## config.mk

```make
export PLATFORM = sky130hd
export DESIGN_NAME = tga_rle_pixel_decoder_top
export DESIGN_NICKNAME = d
export VERILOG_FILES = /design/src/tga_rle_pkg.sv /design/src/tga_rle_cfg_regs.sv /design/src/tga_rle_in_stage.sv /design/src/tga_rle_core.sv /design/src/tga_rle_pixel_decoder_top.sv
export SDC_FILE = /design/constraint.sdc
export NUM_CORES = 1
export LEC_CHECK = 0
export ABC_AREA = 1
export BUFFER_PORTS_ARGS = -buffer_cell sky130_fd_sc_hd__buf_2
export CORE_ASPECT_RATIO = 0.9
export CORE_MARGIN = 4
export CORE_UTILIZATION = 39
export DETAILED_ROUTE_END_ITERATION = 10
export GPL_TIMING_DRIVEN = 0
export PLACE_DENSITY = 0.69
export RECOVER_POWER = 100
export SYNTH_ARGS = -nofsm -noshare
export SYNTH_HDL_FRONTEND = slang
export SYNTH_SLANG_ARGS = --single-unit
export TNS_END_PERCENT = 5
```

## constraint.sdc

```tcl
create_clock -name clk -period 5.7 [get_ports clk]
set_input_delay 0.855 -clock clk [delete_from_list [all_inputs] [get_ports clk]]
set_output_delay 0.855 -clock clk [all_outputs]
set_load 0.03 [all_outputs]
```

## src/tga_rle_pkg.sv

```systemverilog
// shared types, constants and helpers for the targa rle pixel decoder
// no dependencies; imported by every module of the block
package tga_rle_pkg;

    localparam int MAX_SIDE  = 32767;
    localparam int SIDE_W    = 15;
    localparam int INDEX_W   = 30;
    localparam int COUNT_W   = 8;
    localparam int CFG_IDX_W = 2;
    localparam int CFG_DATA_W = SIDE_W;

    // configuration register indexes
    typedef enum logic [CFG_IDX_W-1:0] {
        REG_PIXEL_FORMAT = 2'd0,
        REG_RLE_ENABLE   = 2'd1,
        REG_IMAGE_WIDTH  = 2'd2,
        REG_IMAGE_HEIGHT = 2'd3
    } cfg_reg_t;

    // pixel format codes
    localparam logic [1:0] FMT_GRAY = 2'd0;
    localparam logic [1:0] FMT_BGR  = 2'd1;

    localparam logic [7:0] ALPHA_OPAQUE = 8'hFF;

    // settled configuration as seen by the decode core
    typedef struct packed {
        logic [1:0]         pixel_format;
        logic               rle_enable;
        logic [INDEX_W-1:0] total;
        logic               total_stale;
    } cfg_t;

    // one decoded result
    typedef struct packed {
        logic [7:0]         red;
        logic [7:0]         green;
        logic [7:0]         blue;
        logic [7:0]         alpha;
        logic [INDEX_W-1:0] first_index;
        logic [COUNT_W-1:0] repeat_count;
        logic               image_done;
    } result_t;

    // zero side means one; the register cannot exceed the maximum side
    function automatic logic [SIDE_W-1:0] clamp_side(input logic [SIDE_W-1:0] v);
        logic [SIDE_W-1:0] r;
        r = v;
        if (v == '0)
            r = SIDE_W'(1);
        else if (32'(v) > MAX_SIDE)
            r = SIDE_W'(MAX_SIDE);
        return r;
    endfunction

    // bytes per pixel: gray 1, bgr 3, anything else 4
    function automatic logic [2:0] bytes_per_pixel(input logic [1:0] fmt);
        logic [2:0] r;
        r = 3'd4;
        if (fmt == FMT_GRAY)
            r = 3'd1;
        else if (fmt == FMT_BGR)
            r = 3'd3;
        return r;
    endfunction

endpackage

```

## src/tga_rle_cfg_regs.sv

```systemverilog
// configuration registers and the registered pixel total of the image
// depends on tga_rle_pkg
module tga_rle_cfg_regs
    import tga_rle_pkg::*;
(
    input  logic                  clk,
    input  logic                  rst_n,
    input  logic                  cfg_we,
    input  logic [CFG_IDX_W-1:0]  cfg_index,
    input  logic [CFG_DATA_W-1:0] cfg_data,
    output cfg_t                  cfg
);

    logic [1:0]         pixel_format_reg;
    logic               rle_enable_reg;
    logic [SIDE_W-1:0]  image_width_reg;
    logic [SIDE_W-1:0]  image_height_reg;
    logic [INDEX_W-1:0] total_reg;
    logic [INDEX_W-1:0] total_next;
    logic               stale_reg;
    logic               stale_next;

    // width times height on clamped sides, zero extended to the product width
    assign total_next = {{(INDEX_W-SIDE_W){1'b0}}, clamp_side(image_width_reg)}
                      * {{(INDEX_W-SIDE_W){1'b0}}, clamp_side(image_height_reg)};

    // the registered total is stale in the cycle after a size write
    assign stale_next = cfg_we && ((cfg_reg_t'(cfg_index) == REG_IMAGE_WIDTH)
                                || (cfg_reg_t'(cfg_index) == REG_IMAGE_HEIGHT));

    // register writes
    always_ff @(posedge clk or negedge rst_n)
    begin
        if (!rst_n)
        begin
            pixel_format_reg <= FMT_GRAY;
            rle_enable_reg   <= 1'b0;
            image_width_reg  <= SIDE_W'(1);
            image_height_reg <= SIDE_W'(1);
            total_reg        <= INDEX_W'(1);
            stale_reg        <= 1'b0;
        end
        else
        begin
            total_reg <= total_next;
            stale_reg <= stale_next;
            if (cfg_we)
            begin
                unique case (cfg_reg_t'(cfg_index))
                    REG_PIXEL_FORMAT: pixel_format_reg <= cfg_data[1:0];
                    REG_RLE_ENABLE:   rle_enable_reg   <= cfg_data[0];
                    REG_IMAGE_WIDTH:  image_width_reg  <= cfg_data[SIDE_W-1:0];
                    REG_IMAGE_HEIGHT: image_height_reg <= cfg_data[SIDE_W-1:0];
                    default:          pixel_format_reg <= pixel_format_reg;
                endcase
            end
        end
    end

    assign cfg.pixel_format = pixel_format_reg;
    assign cfg.rle_enable   = rle_enable_reg;
    assign cfg.total        = total_reg;
    assign cfg.total_stale  = stale_reg;

endmodule

```

## src/tga_rle_in_stage.sv

```systemverilog
// input register: holds one accepted byte until the core takes it
// depends on tga_rle_pkg
module tga_rle_in_stage
    import tga_rle_pkg::*;
(
    input  logic       clk,
    input  logic       rst_n,
    input  logic       in_valid,
    output logic       in_stall,
    input  logic [7:0] data_byte,
    input  logic       take,
    output logic       item_valid,
    output logic [7:0] item_byte
);

    logic       valid_reg;
    logic       valid_next;
    logic [7:0] byte_reg;
    logic       accept;

    // free when empty or when the core takes the held beat this cycle
    assign in_stall = valid_reg && !take;
    assign accept   = in_valid && !in_stall;

    always_comb
    begin
        valid_next = valid_reg;
        if (accept)
            valid_next = 1'b1;
        else if (take)
            valid_next = 1'b0;
    end

    // control
    always_ff @(posedge clk or negedge rst_n)
    begin
        if (!rst_n)
            valid_reg <= 1'b0;
        else
            valid_reg <= valid_next;
    end

    // payload
    always_ff @(posedge clk)
    begin
        if (accept)
            byte_reg <= data_byte;
    end

    assign item_valid = valid_reg;
    assign item_byte  = byte_reg;

endmodule

```

## src/tga_rle_core.sv

```systemverilog
// packet and pixel decode: state registers, decode logic and result register
// depends on tga_rle_pkg
module tga_rle_core
    import tga_rle_pkg::*;
(
    input  logic       clk,
    input  logic       rst_n,
    input  cfg_t       cfg,
    input  logic       item_valid,
    input  logic [7:0] item_byte,
    output logic       take,
    output logic       out_valid,
    input  logic       out_stall,
    output result_t    result
);

    logic               in_packet_reg, in_packet_next;
    logic               is_run_reg, is_run_next;
    logic [7:0]         left_reg, left_next;
    logic [1:0]         bip_reg, bip_next;
    logic [23:0]        color_reg, color_next;
    logic [INDEX_W-1:0] counter_reg, counter_next;
    logic               finished_reg, finished_next;
    logic               out_valid_reg, out_valid_next;
    result_t            result_reg, result_next;

    logic               out_free;
    logic               emit;
    logic [2:0]         bpp;
    logic [23:0]        color_base;
    logic [7:0]         left_dec;
    logic [COUNT_W-1:0] count_raw;
    logic [INDEX_W-1:0] remaining;
    logic               last;

    // take a beat when the result register can be refilled and the total is current
    assign out_free = !out_valid_reg || !out_stall;
    assign take     = item_valid && out_free && !cfg.total_stale;
    assign bpp      = bytes_per_pixel(cfg.pixel_format);
    assign remaining = cfg.total - counter_reg;

    // decode of one byte
    always_comb
    begin
        in_packet_next = in_packet_reg;
        is_run_next    = is_run_reg;
        left_next      = left_reg;
        bip_next       = bip_reg;
        color_next     = color_reg;
        counter_next   = counter_reg;
        finished_next  = finished_reg;
        emit           = 1'b0;
        result_next    = result_reg;
        color_base     = (bip_reg == 2'd0) ? 24'd0 : color_reg;
        left_dec       = (left_reg != 8'd0) ? left_reg - 8'd1 : 8'd0;
        count_raw      = COUNT_W'(1);
        last           = 1'b0;

        if (finished_reg || (counter_reg >= cfg.total))
        begin
            // image complete: swallow trailing bytes
            finished_next = 1'b1;
        end
        else if (cfg.rle_enable && !in_packet_reg)
        begin
            // packet header
            is_run_next    = item_byte[7];
            left_next      = {1'b0, item_byte[6:0]} + 8'd1;
            in_packet_next = 1'b1;
            bip_next       = 2'd0;
            color_next     = 24'd0;
        end
        else if (({1'b0, bip_reg} + 3'd1) < bpp)
        begin
            // gather an early byte of a multi byte pixel
            case (bip_reg)
                2'd0:    color_next = color_base | {16'd0, item_byte};
                2'd1:    color_next = color_base | {8'd0, item_byte, 8'd0};
                2'd2:    color_next = color_base | {item_byte, 16'd0};
                default: color_next = color_base;
            endcase
            bip_next = bip_reg + 2'd1;
        end
        else
        begin
            // last byte of a pixel: form the color and the count
            emit = 1'b1;
            if (cfg.pixel_format == FMT_GRAY)
            begin
                result_next.red   = item_byte;
                result_next.green = item_byte;
                result_next.blue  = item_byte;
                result_next.alpha = ALPHA_OPAQUE;
            end
            else if (cfg.pixel_format == FMT_BGR)
            begin
                result_next.blue  = color_reg[7:0];
                result_next.green = color_reg[15:8];
                result_next.red   = item_byte;
                result_next.alpha = ALPHA_OPAQUE;
            end
            else
            begin
                result_next.blue  = color_reg[7:0];
                result_next.green = color_reg[15:8];
                result_next.red   = color_reg[23:16];
                result_next.alpha = item_byte;
            end
            bip_next   = 2'd0;
            color_next = 24'd0;

            if (cfg.rle_enable)
            begin
                if (is_run_reg)
                begin
                    count_raw      = (left_reg != 8'd0) ? left_reg : COUNT_W'(1);
                    in_packet_next = 1'b0;
                    left_next      = 8'd0;
                end
                else
                begin
                    left_next = left_dec;
                    if (left_dec == 8'd0)
                        in_packet_next = 1'b0;
                end
            end

            // clamp to the pixels that remain
            last = {{(INDEX_W-COUNT_W){1'b0}}, count_raw} >= remaining;
            result_next.first_index  = counter_reg;
            result_next.repeat_count = last ? remaining[COUNT_W-1:0] : count_raw;
            result_next.image_done   = last;
            counter_next  = counter_reg + {{(INDEX_W-COUNT_W){1'b0}},
                                           result_next.repeat_count};
            finished_next = last;
        end
    end

    // result register occupancy
    always_comb
    begin
        out_valid_next = out_valid_reg;
        if (take && emit)
            out_valid_next = 1'b1;
        else if (out_free)
            out_valid_next = 1'b0;
    end

    // control state
    always_ff @(posedge clk or negedge rst_n)
    begin
        if (!rst_n)
        begin
            in_packet_reg <= 1'b0;
            is_run_reg    <= 1'b0;
            left_reg      <= 8'd0;
            bip_reg       <= 2'd0;
            color_reg     <= 24'd0;
            counter_reg   <= '0;
            finished_reg  <= 1'b0;
            out_valid_reg <= 1'b0;
        end
        else
        begin
            out_valid_reg <= out_valid_next;
            if (take)
            begin
                in_packet_reg <= in_packet_next;
                is_run_reg    <= is_run_next;
                left_reg      <= left_next;
                bip_reg       <= bip_next;
                color_reg     <= color_next;
                counter_reg   <= counter_next;
                finished_reg  <= finished_next;
            end
        end
    end

    // result payload
    always_ff @(posedge clk)
    begin
        if (take && emit)
            result_reg <= result_next;
    end

    assign out_valid = out_valid_reg;
    assign result    = result_reg;

endmodule

```

## src/tga_rle_pixel_decoder_top.sv

```systemverilog
// Targa pixel data decoder, top level: one byte of the pixel data area per
// beat in, one RGBA color with its first pixel index and repeat count per
// beat out. Gray, BGR and BGRA pixels, raw or run length packet coded, are
// supported; a run packet yields a single beat. A byte enters the input
// register and is decoded from there into the result register. The block
// takes one byte every cycle; the only gaps are the cycle right after a
// write to image_width or image_height, while the registered pixel total
// (one 15 by 15 bit multiply) settles, and cycles where the output is
// stalled.
// Bytes past the last pixel of the image are consumed without a result.
// depends on tga_rle_pkg, tga_rle_cfg_regs, tga_rle_in_stage, tga_rle_core
module tga_rle_pixel_decoder_top
    import tga_rle_pkg::*;
(
    input  logic                  clk,
    input  logic                  rst_n,
    // configuration
    input  logic                  cfg_we,
    input  logic [CFG_IDX_W-1:0]  cfg_index,
    input  logic [CFG_DATA_W-1:0] cfg_data,
    // byte input
    input  logic                  in_valid,
    output logic                  in_stall,
    input  logic [7:0]            data_byte,
    // pixel output
    output logic                  out_valid,
    input  logic                  out_stall,
    output logic [7:0]            red,
    output logic [7:0]            green,
    output logic [7:0]            blue,
    output logic [7:0]            alpha,
    output logic [INDEX_W-1:0]    first_index,
    output logic [COUNT_W-1:0]    repeat_count,
    output logic                  image_done
);

    cfg_t       cfg;
    logic       item_valid;
    logic [7:0] item_byte;
    logic       take;
    result_t    result;

    // configuration registers
    tga_rle_cfg_regs u_cfg_regs (
        .clk       (clk),
        .rst_n     (rst_n),
        .cfg_we    (cfg_we),
        .cfg_index (cfg_index),
        .cfg_data  (cfg_data),
        .cfg       (cfg)
    );

    // input register
    tga_rle_in_stage u_in_stage (
        .clk        (clk),
        .rst_n      (rst_n),
        .in_valid   (in_valid),
        .in_stall   (in_stall),
        .data_byte  (data_byte),
        .take       (take),
        .item_valid (item_valid),
        .item_byte  (item_byte)
    );

    // decode and result register
    tga_rle_core u_core (
        .clk        (clk),
        .rst_n      (rst_n),
        .cfg        (cfg),
        .item_valid (item_valid),
        .item_byte  (item_byte),
        .take       (take),
        .out_valid  (out_valid),
        .out_stall  (out_stall),
        .result     (result)
    );

    // result fields
    assign red          = result.red;
    assign green        = result.green;
    assign blue         = result.blue;
    assign alpha        = result.alpha;
    assign first_index  = result.first_index;
    assign repeat_count = result.repeat_count;
    assign image_done   = result.image_done;

endmodule

```

### After elaboration in Yosys (flattened, before gate mapping)

Index checks and enable logic that the tools add are counted.

| word-level totals | value |
|---|---|
| register bits | 212 |
| logic and storage cells | 126 |
| bits of input ports | 30 |

| operators by class | value |
|---|---|
| multiplexer cells | 39 |
| $lt $le $gt $ge | 3 |
| bitwise gates (word level) | 6 |
| add/subtract/negate cells | 6 |
| eq/ne operators | 9 |
| multipliers | 1 |
| reduce and logical (&&, ||, !) cells | 39 |

Operators with widths:

| cell | count |
|---|---|
| 2-to-1 mux 8 bit | 12 |
| 2-to-1 mux 24 bit | 3 |
| case mux 24 bit (3 select lines) | 1 |
| 2-to-1 mux 32 bit | 2 |
| adder 30 x 8 -> 30 bit | 1 |
| greater-or-equal comparator 30 bit | 1 |
| greater-or-equal comparator 8 x 30 -> 1 bit | 1 |
| zero test 15 bit | 2 |
| multiplier 15 x 15 -> 30 bit | 1 |
| 2-to-1 mux 15 bit | 2 |
| subtractor 30 bit | 1 |
| bitwise OR 24 x 16 -> 24 bit | 1 |
| bitwise OR 24 bit | 1 |
| bitwise OR 24 x 8 -> 24 bit | 1 |
| 2-to-1 mux 1 bit | 15 |
| AND reduction 4 bit | 3 |
| AND reduction 2 bit | 5 |
| adder 7 x 1 -> 8 bit, second input constant | 1 |
| zero test 8 bit | 1 |
| nonzero test 8 bit | 1 |
| subtractor 8 x 1 -> 8 bit, second input constant | 1 |
| logical AND 1 bit | 7 |
| equality test 2 x 1 -> 1 bit, second input constant | 3 |
| equality test 2 bit, second input constant | 3 |
| 15 further kinds | 33 |

### Longest topological paths before layout

Gate-level depths: netlist of run 1.

| logic depth | value |
|---|---|
| depth in word-level cells | 11 |
| depth in mapped cells | 36 |

### Hierarchy

Synthesis of run 1 repeated with hierarchy kept, for this count alone.

| unflattened totals | value |
|---|---|
| cell total of the unflattened synthesis | 2765 |
| area, all modules | 20701.1 µm² |

By module, submodules not included:

| module | times used | area each (µm²) | cells an instance |
|---|---|---|---|
| tga_rle_cfg_regs | 1 | 10725.3 | 1405 |
| tga_rle_core | 1 | 9678.0 | 1345 |
| tga_rle_in_stage | 1 | 297.8 | 15 |

### Worst setup path before layout of run 1

No wires, ideal clock.

| path | value |
|---|---|
| path kind | reg-to-reg |
| from | register u_cfg_regs.image_height_reg[4] |
| to | register u_cfg_regs.total_reg[22] |
| data required time | 5.583 ns |
| stages on the path, launching flop included | 26 |
| setup time | 0.117 ns |
| path buffers | 2 |
| period minus slack after synthesis | 5.659 ns |
| setup slack | 0.041 ns |
| data arrival time | 5.543 ns |
| cells stage by stage | dfrtp_1 -> clkbuf_1 -> nor4_1 -> nand4_1 -> nand2_1 -> inv_1 -> clkbuf_1 -> nor2_1 -> fa_1 -> inv_1 -> fa_1 -> fa_1 -> fa_1 -> fa_1 -> fa_1 -> inv_1 -> ha_1 -> a21oi_1 -> nor2_1 -> nor2_1 -> a21boi_0 -> o21ai_0 -> nand4_1 -> nand2_1 -> nand2_1 -> nand2_1 |

| between the ends | value |
|---|---|
| cells in the longest elaborated chain, start to end | 3 |

Ends and longest elaborated chain:

| element | RTL line | source |
|---|---|---|
| start: declaration | tga_rle_cfg_regs.sv:17 | `logic [SIDE_W-1:0] image_height_reg;` |
| start signal: assignment | tga_rle_cfg_regs.sv:53 | `REG_IMAGE_HEIGHT: image_height_reg <= cfg_data[SIDE_W-1:0];` |
| zero test 15 bit | tga_rle_pkg.sv:49 | `if (v == '0)` |
| 2-to-1 mux 15 bit (*) | tga_rle_pkg.sv:49 |  |
| multiplier 15 x 15 -> 30 bit (*) | tga_rle_cfg_regs.sv:25 | `* {{(INDEX_W-SIDE_W){1'b0}}, clamp_side(image_height_reg)};` |
| net u_cfg_regs.total_next[22] | tga_rle_cfg_regs.sv:19 | `logic [INDEX_W-1:0] total_next;` |
| end signal: assignment | tga_rle_cfg_regs.sv:45 | `total_reg <= total_next;` |
| end: declaration | tga_rle_cfg_regs.sv:18 | `logic [INDEX_W-1:0] total_reg;` |

Mark *: on every way through the listed nets, which the timed path passes. The rest lies on a longest branch.
A chain may end at the register's enable or synchronous reset.

### Worst setup path after layout of run 1

| path | value |
|---|---|
| from | register u_cfg_regs.image_height_reg[11] |
| to | register u_cfg_regs.total_reg[29] |

Same word-level chain as after synthesis.

==> run_results.csv, run 1 <==
group,metric,value,unit
yosys,netlist_area,19600,um^2
worst_hold_path,hp-start,"u_core.counter_reg[28]",
yosys,synthSimpleGateAreaFrac,21.1,%
yosys,yosysTopAreaCell,"fa_1",
setup_path,path_class,"reg2reg",
floorplanning,die_h,221,um
detailed_routing,wl_per_cell,15.5,um
status,status,"complete, but fails checks",
detailed_routing,drc,0,
clock_network,cts_made_buffers,24,
global_routing,grt_max_degree,92,
yosys,synth_fa_ha_area_share,26.8,%
sta,fmax,174,MHz
yosys,synth_top_family_by_area,"adder cells",
yosys,ys_seq_area_share,29.1,%
sta,min_period,5740,ps
yosys,synthMuxAreaShare,0,%
global_routing,antenna_found_initial,1,
setup_path,cp_data_arrival_time,6190,ps
setup_path,startpoint_type,"flop",
pwr,ir_drop,0.000538,V
setup_path,timing.rr.start,"u_cfg_regs.image_height_reg[11]",
setup_path,critPathCaptureType,"flop",
cells_and_area,final_area,22400,um^2
yosys,synth_warnings,0,
floorplanning,ios,103,
yosys,synth.distinct_cells,45,
sta,hold_viol_final,0,
floorplanning,start_util,39.6,%
cells_and_area,final_nets,3028,
status,violations,"capacitance limit, slew limit, setup timing",
yosys,synth.avg_cell_area,7.73,um^2
setup_path,cp.required,6150,ps
place,dp.final_hpwl,40.5,mm
cells_and_area,most-common-layout-cells,"nand2_1, inv_1, fa_1",
cells_and_area,layout_commonest_cell,"nand2_1",
global_routing,grt_pass1_wl,83.5,mm
sta,grt_setup_unrepaired,"true",
yosys,yosys-top-cells-area,"fa_1, dfrtp_1, nand2_1, edfxtp_1, inv_1",
cells_and_area,fin_util,45.3,%
detailed_routing,via_count,16600,
sta,clock_skew,22.1,ps
detailed_routing,dr.pass1.iters,7,
sta,report.final.slew_viol_count,136,
sta,min_period_over_period,101,%
sta,setup_ws,-38.3,ps
yosys,syn_inst,2534,
clock_network,clk_pin_slew,60,ps
sta,worst_pin_slew,2350,ps
sta,max-slew-margin-rel,-56.7,%
global_routing,grt.overflow.total,0,
pwr,power,11.6,mW
detailed_routing,drt-initial-drc-count,1372,
clock_network,cts_max_path_buffers,3,
pwr,power_density,517,nW/um^2
cells_and_area,n_antenna_cell,0,
worst_hold_path,min_path_type,"reg2reg",
setup_path,crit_fanout,8,
setup_path,worstSetupStartpoint,"u_cfg_regs.image_height_reg[11]",
detailed_routing,via_per_inst,4.93,
floorplanning,die_area,53900,um^2
yosys,syn_nets,2882,
clock_network,clock-sinks,212,
clock_network,clk_latency,550,ps
yosys,yosysTopAreaCellShare,17.3,%
cells_and_area,largest_reg_flops,71,
sta,setup_violations,2,
yosys,synth_compound_area_share,7.41,%
flow_run,drv_cap,2,
clock_network,cts_root_buffer,"clkbuf_16",
floorplanning,core,49400,um^2
yosys,ys_ff_latch,212,
floorplanning,core.rowCount,77,
place,numPortBuffers,102,
clock_network,htree_levels,1,
sta,fin_hold_ws,449,ps
global_routing,grt_pass1_vias,16200,
global_routing,track_usage,19.3,%
cells_and_area,instances_no_fill,3369,
detailed_routing,detail-route-antenna-nets,0,
cells_and_area,drive_gt1_share,10.2,%
place,placed_area,21000,um^2
yosys,synth-xor-area-share,2.41,%
place,place_congestion,0.949,
floorplanning,die_w,244,um
place,dp.cells,3308,
detailed_routing,wl,52.1,mm
clock_network,hold_buffers,0,
clock_network,cts_tree,"yes",
pwr,leakage,11.9,nW
cells_and_area,areaGrowthSynthToFinish,14.2,%
==> worst max-delay path, cell delays in order (launching register included) <==
cell and delay (ps):
dfrtp_2 520, nor3_1 70, nand4_1 100, nand2_2 100
inv_4 120, clkbuf_16 170, nor2_4 40, fa_1 550
inv_2 50, fa_1 420, inv_1 90, fa_1 420
fa_2 480, fa_1 480, inv_1 50, fa_1 530
inv_1 90, ha_4 310, nand2_1 70, nand2_1 100
a21oi_2 40, o211ai_1 240, nand2_1 100, nand3_2 120
nand4_1 110, nand3_1 100, xor2_1 170
==> area by class of cell <==
class,instances,area (um^2)
flip-flops and latches,212,5740
inverters,596,2240
fillers,4882,27000
multi-input cells,1643,11700
clock buffers,30,644
repair buffers,151,806
clock inverters,14,146
plain buffers,52,300
well taps,671,840
==> cell usage after synthesis (all sizes together) <==
cell,number
o211ai,2
nor2,159
or2,2
a211oi,1
o21a,3
o21bai,7
a21o,3
nand3b,3
a22oi,14
nand2,685
a32oi,1
inv,596
buf,11
ha,149
o22ai,21
edfxtp,79
fa,169
a41oi,1
clkbuf,72
nand3,92
nand4,24
a21boi,3
dfrtp,130
a21oi,83
a31oi,5
xnor2,11
and2,3
a22o,1
nor3,28
dfstp,3
nor4,10
and3,1
o21ai,119
xor2,43
==> worst paths after layout <==
check | slack, ps | end | depth (start not counted)
worst max-delay path | -40 | u_cfg_regs.total_reg[29] | 26
worst min-delay path | 450 | u_core.result[37] | 0
worst max register to register | -40 | u_cfg_regs.total_reg[29] | 26
worst min register to register | 450 | u_core.result[37] | 0
max in group asynchronous | 1350 | u_cfg_regs.image_width_reg[11] | 2
min in group asynchronous | 1010 | u_core.color_reg[13] | 1
==> metal layers <==
metal,GRT usage [%],up-vias,wire length (um)
met2,32.0,586,23400
met4,6.75,2,2080
met1,25.8,7827,22700
met5,0,-,13
li1,-,8043,-
met3,3.11,142,3820
==> logic make-up (layout without fill, tap and decap cells) <==
family / count (synthesis) / count (layout)
AND/OR/NAND/NOR: 1007 / 1007
XOR/XNOR: 54 / 54
adder cells (fa/ha/maj): 318 / 318
AO/OA/AOI/OAI: 264 / 264
buffers and inverters: 679 / 843
flip-flops: 212 / 212
==> power breakdown <==
part           leakage, nW  internal (mW)  switching, mW
Sequential            2.08           1.81          0.153
Clock                0.386          0.903          0.656
Combinational         9.41           3.20           4.84
Total                 11.9           5.92           5.64
==> stage by stage <==
step	setup WS, ps	TNS, ps
after floorplan	40.9	0
after global routing	-245	-1910
final	-38.3	-42.7
after detailed placement	-1040	-15010
after global placement	-1100	-15000
after CTS	-33.8	-54.0
==> repair_timing <==
item / 4_1_cts / 5_1_grt
hold endpoints to repair: 0 / 0
setup endpoints to repair: 28 / 30
resized for setup: 97 / 61
pin swaps: 27 / 33
setup buffers: 28 / 20
Note: power is estimated with default switching activity, not from simulation.
==> run 2, diff against run 1 <==
- CORE_UTILIZATION: 39 -> 50
- PLACE_DENSITY: 0.69 -> 0.82
- TNS_END_PERCENT: 5 -> not set
==> run 2 against run 1 <==
The flow still finishes with violations (capacitance limit, slew limit, setup timing). Via count is 4.3% higher. Worst hold slack better by 15 ps. Final area is 0.25% lower. Register-to-register slack worse by 200 ps. Final cell count is 4.4% lower. Sequential power hardly changed. Clock power is 6% higher. Power is 5.2% higher. Critical endpoint unchanged. Largest cell class unchanged. Highest routed layer is now met4.
==> run_results.csv, run 2 (synthesis results as in run 1) <==
group,metric,value,unit
status,status,"complete, but fails checks",
status,violations,"capacitance limit, slew limit, setup timing",
place,place_congestion,0.965,
worst_hold_path,min_path_cells,0,
cells_and_area,layout_commonest_cell,"nand2_1",
cells_and_area,areaGrowthSynthToFinish,13.9,%
setup_path,cp.depth,25,
global_routing,track_usage,25.0,%
detailed_routing,drc,0,
floorplanning,die_h,196,um
clock_network,cts_max_path_buffers,3,
sta,report.final.slew_viol_count,136,
setup_path,crit_fanout,5,
clock_network,hold_buffers,0,
place,numPortBuffers,102,
place,dp.final_hpwl,41.4,mm
setup_path,startpoint_type,"flop",
detailed_routing,wl_per_cell,16.6,um
floorplanning,core.rowCount,68,
sta,hold_viol_final,0,
setup_path,crit_top_cell,"fa_1",
clock_network,cts_made_buffers,25,
setup_path,timing.rr.start,"u_cfg_regs.image_height_reg[4]",
setup_path,critPathCaptureType,"flop",
detailed_routing,wl,53.6,mm
setup_path,cp.required,6150,ps
setup_path,slowest_stage,"fa_1",
pwr,leakage,11.9,nW
sta,fmax,168,MHz
detailed_routing,via_per_inst,5.37,
sta,max-slew-margin-rel,-65.4,%
detailed_routing,dr.pass1.iters,5,
place,placed_area,20800,um^2
worst_hold_path,min_path_type,"reg2reg",
floorplanning,ios,103,
cells_and_area,fin_util,57.9,%
clock_network,clock-sinks,212,
flow_run,drv_cap,2,
sta,min_period,5940,ps
floorplanning,start_util,50.8,%
global_routing,grt_max_degree,99,
clock_network,clk_pin_slew,60,ps
floorplanning,core,38500,um^2
setup_path,cp_data_arrival_time,6390,ps
sta,clock_skew,27.1,ps
sta,grt_setup_unrepaired,"true",
pwr,ir_drop,0.000744,V
detailed_routing,detail-route-antenna-nets,0,
sta,fin_hold_ws,464,ps
clock_network,clk_latency,550,ps
sta,min_period_over_period,104,%
sta,setup_ws,-238,ps
cells_and_area,nFillCells,3366,
sta,worst_pin_slew,2480,ps
setup_path,worst_r2r_path_depth,25,
floorplanning,die_area,42400,um^2
setup_path,max_stage_delay,540,ps
global_routing,antenna_found_initial,0,
detailed_routing,via_count,17300,
cells_and_area,drive_gt1_share,10.5,%
setup_path,crit_buf_inv,6,
global_routing,grt_pass1_vias,17500,
global_routing,grt_pass1_wl,86.7,mm
sta,setup_violations,10,
clock_network,cts_tree,"yes",
global_routing,grt.overflow.total,0,
place,dp_slack,-980,ps
cells_and_area,final_nets,3025,
setup_path,worstSetupStartpoint,"u_cfg_regs.image_height_reg[4]",
clock_network,htree_levels,1,
clock_network,cts_root_buffer,"clkbuf_16",
setup_path,crit_family,"adder cells",
pwr,power_density,545,nW/um^2
detailed_routing,drt-initial-drc-count,1615,
cells_and_area,most-common-layout-cells,"nand2_1, inv_1, fa_1",
cells_and_area,final_area,22300,um^2
setup_path,path_class,"reg2reg",
floorplanning,die_w,217,um
cells_and_area,largest_reg_flops,71,
worst_hold_path,hp-start,"u_core.counter_reg[29]",
cells_and_area,n_antenna_cell,0,
## run 2: area by class of cell
class                      count  area [um^2]  area share [%]
clock inverter                17          191           0.858
sequential                   212         5730            25.7
buffer                        51          300            1.35
inverter                     596         2240            10.0
tap                          525          657            2.94
clock buffer                  29          671            3.00
timing repair buffer         148          781            3.50
multi-input combinational   1643        11800            52.6
## run 2: report_power, final
group	internal [mW]	total [mW]	switching (mW)
registers	1.81	1.96	0.150
logic	3.46	8.54	5.08
clock network	0.989	1.66	0.676
## run 2: metal layers
metal	global-route usage [%]	share of wire, %	vias to the layer above
li1	-	-	8027
met3	3.83	8.4	171
met1	33.2	41	8280
met2	41.3	47	828
met4	10.4	4.3	0
met5	0	0	-
## run 2: path summary, 6_finish.rpt
check	to	slack, ps
max	u_cfg_regs.total_reg[29]	-240
min	u_core.result[38]	460
max reg2reg	u_cfg_regs.total_reg[29]	-240
min reg2reg	u_core.result[38]	460
max in group asynchronous	u_cfg_regs.image_height_reg[1]	1380
min in group asynchronous	u_cfg_regs.image_height_reg[10]	880
## run 2: repair_timing
action                     CTS  global route
pin swaps                   33            24
gates resized for setup    106            78
gates cloned                 0             0
setup buffers               28            17
setup endpoints to repair   26            34
## run 2: per-stage QoR
step	TNS (ps)	std cells	total power, mW
final	-1250	3221	12.2
after global routing	-3910	3221	13.2
after CTS	-499	3205	11.1
after detailed placement	-13710	3162	8.66
after global placement	-11250	3161	8.50
after floorplan	0	2534	7.08
## run 2: worst reg2reg max path: stages (launching register included)
cell and delay, ps:
dfrtp_2 440, nor4_4 290, nand4_1 140, nand2_2 140, inv_4 70, clkbuf_16 160, nor2_2 100, fa_1 410
inv_2 80, fa_2 420, fa_1 480, fa_1 540, fa_2 450, fa_1 510, inv_2 60, ha_4 330
nand2_2 90, inv_1 110, a21oi_2 80, o211ai_1 260, nand2_1 110, nand3_2 110, buf_4 120, nand4_1 60
nand3_1 100, xor2_1 180
==> run 3, diff against run 2 <==
- PLACE_DENSITY: 0.82 -> 0.79
- SKIP_LAST_GASP: not set -> 1
- clock period: 5.7 -> 5.8 ns (I/O delays scaled with it)
==> run 3 against run 2 <==
The run ends with capacitance limit, slew limit left. Routed wire length hardly changed. First-iteration DRC count down 23%. Register-to-register slack improved by 250 ps. Combinational power is 10% lower. Worst hold slack improved by 1.4 ps. Fmax up 2.6%. Count of clock-buffer cells in the layout fell by 2. Die area is the same. Power decreased by 6.7%. Clock power up 5%. Sequential share of layout area about the same. Critical endpoint unchanged. Core utilization up 0.11 points.
==> run_results.csv, run 3 (synthesis results as in run 1) <==
group,metric,value,unit
global_routing,grt_pass1_wl,86.7,mm
floorplanning,core.rowCount,68,
cells_and_area,drive_gt1_share,10.5,%
pwr,power_density,507,nW/um^2
worst_hold_path,min_path_cells,0,
detailed_routing,drc,0,
floorplanning,die_area,42400,um^2
sta,min_period_over_period,99.8,%
setup_path,path_class,"reg2reg",
global_routing,grt.overflow.total,0,
worst_hold_path,min_path_type,"reg2reg",
setup_path,cp.depth,25,
setup_path,startpoint_type,"flop",
cells_and_area,multi_input_area,11700,um^2
pwr,leakage,12.0,nW
floorplanning,die_w,217,um
cells_and_area,n_antenna_cell,0,
cells_and_area,areaGrowthSynthToFinish,14.2,%
clock_network,clk_pin_slew,60,ps
detailed_routing,drt-initial-drc-count,1247,
setup_path,crit_family,"adder cells",
sta,setup_ws,11.8,ps
pwr,power,11.3,mW
setup_path,cp_data_arrival_time,6230,ps
clock_network,htree_levels,1,
detailed_routing,wl,53.6,mm
clock_network,cts_made_buffers,25,
setup_path,cp.required,6240,ps
global_routing,antenna_found_initial,0,
floorplanning,ios,103,
clock_network,cts_tree,"yes",
setup_path,critPathCaptureType,"flop",
sta,fin_hold_ws,466,ps
detailed_routing,detail-route-antenna-nets,0,
pwr,pwr-share-seq,17.0,%
clock_network,hold_buffers,0,
detailed_routing,via_count,17100,
sta,report.final.slew_viol_count,136,
cells_and_area,layout_commonest_cell,"nand2_1",
floorplanning,core,38500,um^2
setup_path,worst_r2r_path_depth,25,
cells_and_area,largest_reg_flops,71,
place,dp.cells,3162,
clock_network,clock-sinks,212,
pwr,intPower,5.87,mW
place,numPortBuffers,102,
clock_network,clk_latency,540,ps
pwr,p_sw,5.47,mW
place,dp_slack,-905,ps
sta,grt_setup_unrepaired,"true",
detailed_routing,wl_per_cell,16.6,um
setup_path,max_stage_delay,560,ps
cells_and_area,fin_util,58.0,%
pwr,p_comb_share,67.7,%
cells_and_area,ff_latch_area,5740,um^2
flow_run,drv_cap,2,
place,placed_area,20800,um^2
cells_and_area,final_area,22400,um^2
cells_and_area,nFillCells,3434,
pwr,swShare,48.2,%
sta,max-slew-margin-rel,-66.4,%
setup_path,crit_top_cell,"fa_1",
status,status,"complete, but fails checks",
cells_and_area,most-common-layout-cells,"nand2_1, inv_1, fa_1",
sta,tns,0,ps
floorplanning,die_h,196,um
sta,min_period,5790,ps
floorplanning,start_util,50.8,%
setup_path,crit_buf_inv,6,
status,violations,"capacitance limit, slew limit",
detailed_routing,dr.pass1.iters,5,
global_routing,grt_max_degree,97,
global_routing,track_usage,25.1,%
sta,hold_viol_final,0,
sta,clock_skew,13.8,ps
sta,setup_violations,0,
cells_and_area,instances_no_fill,3228,
cells_and_area,final_nets,3032,
setup_path,slowest_stage,"dfstp_2",
place,place_congestion,0.947,
sta,worst_pin_slew,2500,ps
setup_path,crit_fanout,5,
place,dp.final_hpwl,41.8,mm
pwr,ir_drop,0.000760,V
global_routing,grt_pass1_vias,17100,
detailed_routing,via_per_inst,5.31,
sta,fmax,173,MHz
clock_network,cts_max_path_buffers,3,
pwr,clkPwrFrac,15.3,%
clock_network,cts_root_buffer,"clkbuf_16",
run 3: worst reg2reg max path, delay by kind of cell, from the launching register on:
kind | cells | cell delay [ps]
buffers and inverters | 6 | 450
AND/OR/NAND/NOR | 10 | 940
XOR/XNOR | 1 | 180
AO/OA/AOI/OAI | 1 | 260
flip-flops | 1 | 560
adder cells (fa/ha/maj) | 7 | 3330
run 3: worst paths after layout:
path,slack [ps],end,start
min in group asynchronous,960,u_cfg_regs.image_height_reg[10],rst_n
max,10,u_cfg_regs.total_reg[29],u_cfg_regs.image_height_reg[0]
min reg2reg,470,u_core.result[38],u_core.counter_reg[29]
max in group asynchronous,1440,u_core.counter_reg[25],rst_n
max reg2reg,10,u_cfg_regs.total_reg[29],u_cfg_regs.image_height_reg[0]
min,470,u_core.result[38],u_core.counter_reg[29]
run 3: area by class of cell:
class	count	area share, %
Inverter	596	10.0
Sequential cell	212	25.7
Multi-Input combinational cell	1643	52.2
Clock buffer	27	2.83
Tap cell	525	2.94
Timing Repair Buffer	155	3.71
Clock inverter	19	1.29
Buffer	51	1.30
run 3: timing repair:
action,CTS,global route
resized for setup,61,116
setup endpoints to repair,28,38
pin swaps,10,27
setup buffers,24,28
run 3: per-layer routing:
layer / GRT usage, % / part of all wire, % / up-vias / wire [um]
met1: 33.4 / 41 / 8236 / 22000
li1: - / - / 8036 / -
met3: 3.33 / 7.3 / 172 / 3920
met2: 42.3 / 47 / 697 / 25400
met5: 0 / 0 / - / 0
met4: 9.01 / 4.3 / 0 / 2280
run 3: power groups by stage:
stage	Combinational, mW	Sequential (mW)	Clock (mW)
after global routing	8.66	1.93	1.83
after global placement	6.54	1.88	0
final	7.68	1.92	1.74
after floorplan	5.12	1.84	0
after CTS	6.94	1.91	1.76
after detailed placement	6.68	1.88	0
